## src/depthwise_conv1d_same_pad_assert.svh

```systemverilog
// assertion macros used by the front end rtl file
// needs clk_i and rst_ni in the scope of each use
`ifndef DEPTHWISE_CONV1D_SAME_PAD_ASSERT_SVH
`define DEPTHWISE_CONV1D_SAME_PAD_ASSERT_SVH

// same-cycle implication, checked out of reset
`define DWC1D_ASSERT_IMP(lbl, ante, cons, msg) \
  lbl: assert property (@(posedge clk_i) disable iff (!rst_ni) (ante) |-> (cons)) \
    else $error(msg);

// next-cycle implication, checked out of reset
`define DWC1D_ASSERT_NXT(lbl, ante, cons, msg) \
  lbl: assert property (@(posedge clk_i) disable iff (!rst_ni) (ante) |=> (cons)) \
    else $error(msg);

`endif

```

## src/dwc1d_pkg.sv

```systemverilog
// shared constants and types of the depthwise 1-d convolution block
// no dependencies
`timescale 1ns / 1ps

package dwc1d_pkg;

  localparam int DATA_W     = 16;
  localparam int ROW_W      = 6;
  localparam int TAP_W      = 3;
  localparam int COL_W      = 10;
  localparam int PROD_W     = 2 * DATA_W;
  localparam int FRAC_SHIFT = 14;

  localparam int ROWS_DEF     = 64;
  localparam int TAPS_DEF     = 5;
  localparam int MAX_COLS_DEF = 1024;

  // request function codes
  localparam logic FUNC_WEIGHT = 1'b0;
  localparam logic FUNC_SAMPLE = 1'b1;

  // result bookkeeping that travels beside the window data
  typedef struct packed {
    logic [ROW_W-1:0] row;
    logic [COL_W-1:0] column;
    logic             row_done;
  } dwc1d_tag_t;

endpackage

```

## src/dwc1d_if.sv

```systemverilog


interface dwc1d_out_if;
  import dwc1d_pkg::*;

  logic                     valid;
  logic                     ready;
  logic signed [DATA_W-1:0] result;
  logic [ROW_W-1:0]         out_row;
  logic [COL_W-1:0]         column;
  logic                     row_done;

  modport source (output valid, result, out_row, column, row_done, input ready);
  modport sink   (input valid, result, out_row, column, row_done, output ready);
endinterface

```

## src/dwc1d_mac.sv

```systemverilog
// multiply stage, sum with floor shift and saturation, result register
// depends on dwc1d_pkg and dwc1d_out_if
`timescale 1ns / 1ps

module dwc1d_mac #(
  parameter int TAPS = dwc1d_pkg::TAPS_DEF
) (
  input  logic                                clk_i,
  input  logic                                rst_ni,
  input  logic                                step_valid_i,
  output logic                                step_ready_o,
  input  dwc1d_pkg::dwc1d_tag_t               tag_i,
  input  logic signed [dwc1d_pkg::DATA_W-1:0] samp_i [TAPS],
  input  logic signed [dwc1d_pkg::DATA_W-1:0] wgt_i  [TAPS],
  dwc1d_out_if.source                         out_o
);
  import dwc1d_pkg::*;

  localparam int ACC_W = PROD_W + $clog2(TAPS);
  localparam logic signed [ACC_W-1:0] SAT_HI = ACC_W'(32767);
  localparam logic signed [ACC_W-1:0] SAT_LO = -ACC_W'(32768);

  logic                     s2_v_q;
  dwc1d_tag_t               s2_tag_q;
  logic signed [PROD_W-1:0] prod_q [TAPS];

  logic                     out_v_q;
  logic signed [DATA_W-1:0] res_q;
  dwc1d_tag_t               out_tag_q;

  logic                     out_free;
  logic                     s2_adv;
  logic signed [ACC_W-1:0]  acc;
  logic signed [ACC_W-1:0]  acc_sh;
  logic signed [DATA_W-1:0] res_d;

  assign out_free     = !out_v_q || out_o.ready;
  assign s2_adv       = s2_v_q && out_free;
  assign step_ready_o = !s2_v_q || s2_adv;

  // sum of products, floor shift, clamp to 16 bits
  always_comb begin
    acc = '0;
    for (int c = 0; c < TAPS; c++) begin
      acc = acc + ACC_W'(prod_q[c]);
    end
    acc_sh = acc >>> FRAC_SHIFT;
    if (acc_sh > SAT_HI) begin
      res_d = 16'sh7fff;
    end else if (acc_sh < SAT_LO) begin
      res_d = 16'sh8000;
    end else begin
      res_d = acc_sh[DATA_W-1:0];
    end
  end

  always_ff @(posedge clk_i or negedge rst_ni) begin
    if (!rst_ni) begin
      s2_v_q  <= 1'b0;
      out_v_q <= 1'b0;
    end else begin
      if (step_ready_o) begin
        s2_v_q <= step_valid_i;
      end
      if (out_free) begin
        out_v_q <= s2_v_q;
      end
    end
  end

  always_ff @(posedge clk_i) begin
    if (step_ready_o && step_valid_i) begin
      s2_tag_q <= tag_i;
      for (int c = 0; c < TAPS; c++) begin
        prod_q[c] <= samp_i[c] * wgt_i[c];
      end
    end
    if (s2_adv) begin
      res_q     <= res_d;
      out_tag_q <= s2_tag_q;
    end
  end

  assign out_o.valid    = out_v_q;
  assign out_o.result   = res_q;
  assign out_o.out_row  = out_tag_q.row;
  assign out_o.column   = out_tag_q.column;
  assign out_o.row_done = out_tag_q.row_done;

endmodule

```

## src/flat_wrapper.sv

```systemverilog
// flat-port wrapper written by rule: the top's interface ports become plain ports
module dwc1d_mac_flat import dwc1d_pkg::*;
#(
  parameter int TAPS = dwc1d_pkg::TAPS_DEF
)
  (clk_i, rst_ni, step_valid_i, step_ready_o, tag_i, samp_i, wgt_i, out_o_valid, out_o_result, out_o_out_row, out_o_column, out_o_row_done, out_o_ready);
  dwc1d_out_if out_o_i ();
  input  logic clk_i;
  input  logic rst_ni;
  input  logic step_valid_i;
  output logic step_ready_o;
  input  dwc1d_pkg::dwc1d_tag_t tag_i;
  input  logic signed [dwc1d_pkg::DATA_W-1:0] samp_i[TAPS];
  input  logic signed [dwc1d_pkg::DATA_W-1:0] wgt_i[TAPS];
  output wire logic [$bits(out_o_i.valid)-1:0] out_o_valid;
  output wire logic [$bits(out_o_i.result)-1:0] out_o_result;
  output wire logic [$bits(out_o_i.out_row)-1:0] out_o_out_row;
  output wire logic [$bits(out_o_i.column)-1:0] out_o_column;
  output wire logic [$bits(out_o_i.row_done)-1:0] out_o_row_done;
  input wire logic [$bits(out_o_i.ready)-1:0] out_o_ready;
  assign out_o_valid = out_o_i.valid;
  assign out_o_result = out_o_i.result;
  assign out_o_out_row = out_o_i.out_row;
  assign out_o_column = out_o_i.column;
  assign out_o_row_done = out_o_i.row_done;
  assign out_o_i.ready = out_o_ready;
  dwc1d_mac #(.TAPS(TAPS)) u_core (.clk_i(clk_i), .rst_ni(rst_ni), .step_valid_i(step_valid_i), .step_ready_o(step_ready_o), .tag_i(tag_i), .samp_i(samp_i), .wgt_i(wgt_i), .out_o(out_o_i));
endmodule
```

## config.mk

```make
export PLATFORM = sky130hd
export DESIGN_NAME = dwc1d_mac_flat
export DESIGN_NICKNAME = d
export VERILOG_FILES = /design/src/depthwise_conv1d_same_pad_assert.svh /design/src/dwc1d_pkg.sv /design/src/dwc1d_if.sv /design/src/dwc1d_mac.sv /design/src/flat_wrapper.sv
export SDC_FILE = /design/constraint.sdc
export NUM_CORES = 2
export LEC_CHECK = 0
export BUFFER_PORTS_ARGS = -buffer_cell sky130_fd_sc_hd__buf_4
export CELL_PAD_IN_SITES_DETAIL_PLACEMENT = 0
export CELL_PAD_IN_SITES_GLOBAL_PLACEMENT = 1
export CORE_MARGIN = 2
export CORE_UTILIZATION = 52
export DETAILED_ROUTE_END_ITERATION = 16
export GPL_ROUTABILITY_DRIVEN = 0
export GPL_TIMING_DRIVEN = 0
export PLACE_DENSITY = 0.95
export REMOVE_ABC_BUFFERS = 1
export SETUP_SLACK_MARGIN = 0.3
export SYNTH_ARGS = -nofsm -noshare
export SYNTH_HDL_FRONTEND = slang
export SYNTH_SLANG_ARGS = --single-unit
```

## constraint.sdc

```tcl
create_clock -name clk_i -period 7.9 [get_ports clk_i]
set_clock_uncertainty 0.05 [all_clocks]
set_input_delay 1.58 -clock clk_i [delete_from_list [all_inputs] [get_ports clk_i]]
set_output_delay 1.58 -clock clk_i [all_outputs]
set_load 0.01 [all_outputs]
```

==> flow_summary_export.csv <==
group,metric,value,unit
run_status,status,"completed",
synth,avgSynthCellArea,9.825,um2
worst_setup_path,reg2reg_depth,27,
detailed_routing,postRouteAntennaNets,0,
detailed_routing,routed_wl,133500,um
worst_setup_path,cp-start-kind,"input port",
cells_and_area,nets,8110,
sta,slew_headroom,0.3921,
synth,synth_top_area_frac,0.4678,
worst_setup_path,critPathCapture,"u_core.prod_q[0][63]",
sta,worstMarginPinSlew,911.9,ps
clock_network,cts_root_buf,"clkbuf_16",
worst_setup_path,worstPathArrival,7670,ps
worst_setup_path,worstSetupEndpointType,"flop",
synth,seq_area_frac_synth,0.1079,
detailed_routing,drtIter0Drc,2174,
sta,min_period_over_period,0.9346,
global_routing,grt_overflow,0,
synth,synth_warnings,0,
clock_network,tritoncts,"done",
global_routing,grt_pass1_vias,44560,
sta,hold_violations,0,
flow_run,max_cap_violations,0,
cells_and_area,multiInputGateArea,46620,um2
worst_setup_path,required,8190,ps
floorplan,rows,123,
clock_network,clkSinkCount,212,
floorplan,die_x,340.5,um
floorplan,io_pins,216,
clock_network,cts-hold-fix-buffers,0,
worst_setup_path,crit_path_max_fanout,16,
detailed_routing,wl_per_cell,17.57,um
synth,async_reset_ff_frac,0.009434,
synth,ys.flop_type,"edfxtp_1",
global_routing,grt.total_usage,0.2409,
global_routing,antenna_found_initial,2,
clock_network,clk_pin_slew,60,ps
detailed_routing,drc_errors,0,
detailed_routing,viasPerCell,5.292,
placed_design,dp_hpwl,109600,um
worst_setup_path,reg2reg_to,"u_core.out_o.result[10]",
sta,setup_viol,0,
clock_network,clock_latency,580,ps
synth,synth_top_area_cell,"fa_1",
detailed_routing,first_pass_iters,5,
sta,fmax,135.4,MHz
cells_and_area,register_area,6356,um2
worst_setup_path,crit_start,"wgt_i[49]",
worst_setup_path,r2r_slack,600,ps
cells_and_area,areaGrowthSynthToFinish,6.910,%
min_path,hold-path-cell-count,0,
floorplan,die_y,340.5,um
synth,synth_cell_type_count,68,
sta,rsz0062_at_grt,"false",
worst_setup_path,reg2reg_from,"u_core.prod_q[0][1]",
synth,synth_area,58880,um2
floorplan,die_area,115900,um2
cells_and_area,fillers,9651,
cells_and_area,layout-drive-gt1-share,0.05166,
sta,final-max-slew-violation-count,0,
clock_network,cts-buffers-inserted,26,
synth,synth.top_cells.by_count,"inv_1, fa_1, nand2_1, and2_1, ha_1",
synth,ys_ff_latch,212,
worst_setup_path,worstSetupPathType,"input port to flop",
clock_network,clockBufferDepth,3,
cells_and_area,final_cells,7599,
global_routing,grt_pass1_wl,224400,um
floorplan,core,112300,um2
min_path,hold_class,"flop to flop",
clock_network,cts_max_level,1,
sta,min_period,7383,ps
placed_design,placed_cells,7543,
global_routing,grt_max_degree,62,
detailed_routing,num_vias,40210,
synth,synth_cells,5993,
floorplan,start_util,0.5241,
synth,synth_area_leaders,"fa_1, edfxtp_1, ha_1",
synth,synth_most_common_cell,"inv_1",
placed_design,portBuffers,215,
synth,synth_edf_count,210,
==> metrics by stage <==
step           hold slack [ps]  setup slack [ps]  setup TNS [ps]  cell area [um2]  utilization
2_1_floorplan            350.3             468.4               0            58240            -
4_1_cts                  364.0             300.8               0            62660       0.5577
5_1_grt                  364.8             279.5               0            62950       0.5603
3_3_place_gp             351.0            -604.4          -41850            61730       0.5495
3_5_place_dp             354.5            -610.4           -2186            61790       0.5500
6_report                 365.5             516.8               0            62950       0.5603
==> flip-flops by register name (all words and copies together) (netlist names) <==
register / count
u_core.s2_v_q: 1
u_core.s2_tag_q: 17
u_core.out_o.valid: 1
u_core.out_o.result: 16
u_core.out_o.row_done: 1
u_core.out_o.column: 10
u_core.out_o.out_row: 6
u_core.prod_q: 160
==> kinds of logic after synthesis <==
logic type	Yosys count	share of synthesized area
buf+inv	1620	0.1035
flops	212	0.1079
xor+xnor	216	0.03213
compound gates	460	0.05143
fa+ha+maj	1851	0.5688
simple gates	1634	0.1362
==> layout make-up <==
class                   count  area share
repair buffers            224     0.02864
multi-input cells        4161      0.7405
clock buffers              29     0.01085
flip-flops and latches    212      0.1010
diodes                      1  0.00003975
well taps                1500     0.02981
inverters                1453     0.08664
clock inverters            19    0.002504
==> worst min path at each step <==
stage | from | end | slack, ps
2_1_floorplan | u_core.s2_tag_q[1] | u_core.out_o.column[0] | 350
3_3_place_gp | u_core.s2_tag_q[15] | u_core.out_o.out_row[4] | 350
3_5_place_dp | u_core.s2_tag_q[1] | u_core.out_o.column[0] | 350
4_1_cts | u_core.s2_tag_q[7] | u_core.out_o.column[6] | 360
5_1_grt | u_core.s2_tag_q[7] | u_core.out_o.column[6] | 360
6_report | u_core.s2_tag_q[8] | u_core.out_o.column[7] | 370
==> per-layer routing <==
metal,vias up,part of all wire,GRT usage
met4,0,0.030,0.06571
met2,1205,0.53,0.4323
met5,-,0,0
met1,20700,0.39,0.3065
li1,18050,-,-
met3,259,0.059,0.03142
==> worst max-delay path: stages <==
cell and delay (ps):
buf_4 200, nand2_1 120, fa_1 540, inv_1 60, fa_1 520, inv_1 50, fa_1 500, inv_1 50
fa_1 530, inv_1 50, fa_1 480, inv_1 50, fa_1 470, ha_2 400, nand3_1 120, nor4bb_2 320
a21oi_2 130, o41ai_4 280, o211ai_1 210, a31oi_2 320, a21oi_2 110, o21bai_1 140, a21oi_1 110, xnor2_2 320
==> cells in the final DEF (no fill, tap or decap), types with 5 or more instances in the layout <==
| cell | netlist | final |
|---|---|---|
| xnor2_1 | 164 | 160 |
| nand3b_1 | 6 | 6 |
| edfxtp_1 | 210 | 210 |
| o21a_1 | 33 | 33 |
| a21oi_1 | 144 | 142 |
| o21ai_1 | 7 | 8 |
| clkinv_2 | 0 | 5 |
| fa_1 | 1376 | 1376 |
| nor2_1 | 119 | 119 |
| a21o_1 | 85 | 85 |
| o211ai_1 | 11 | 11 |
| buf_4 | 0 | 206 |
| inv_1 | 1453 | 1453 |
| nand4_1 | 13 | 13 |
| and4_1 | 5 | 5 |
| or3_1 | 8 | 8 |
| nand2b_1 | 94 | 94 |
| ha_1 | 475 | 472 |
| nand2_1 | 748 | 748 |
| nand3_1 | 32 | 32 |
| a211oi_1 | 9 | 8 |
| a211o_1 | 7 | 7 |
| o21bai_1 | 20 | 20 |
| nor2b_1 | 21 | 21 |
| and2_1 | 524 | 522 |
| o31ai_1 | 11 | 6 |
| or2_2 | 8 | 8 |
| buf_6 | 2 | 13 |
| a31oi_1 | 12 | 11 |
| clkinv_1 | 0 | 6 |
| nor3_1 | 27 | 25 |
| and3_1 | 16 | 16 |
| clkbuf_16 | 0 | 27 |
| o31ai_2 | 1 | 5 |
| o21ai_0 | 75 | 72 |
| xor2_1 | 52 | 52 |
==> repair_timing <==
item	CTS	global route
pin swaps	0	8
setup endpoints to repair	4	28
resized for setup	4	46
setup buffers	0	7
Power is not shown: default switching activity piles up to over one toggle a cycle in this logic, so the estimate is an artifact.
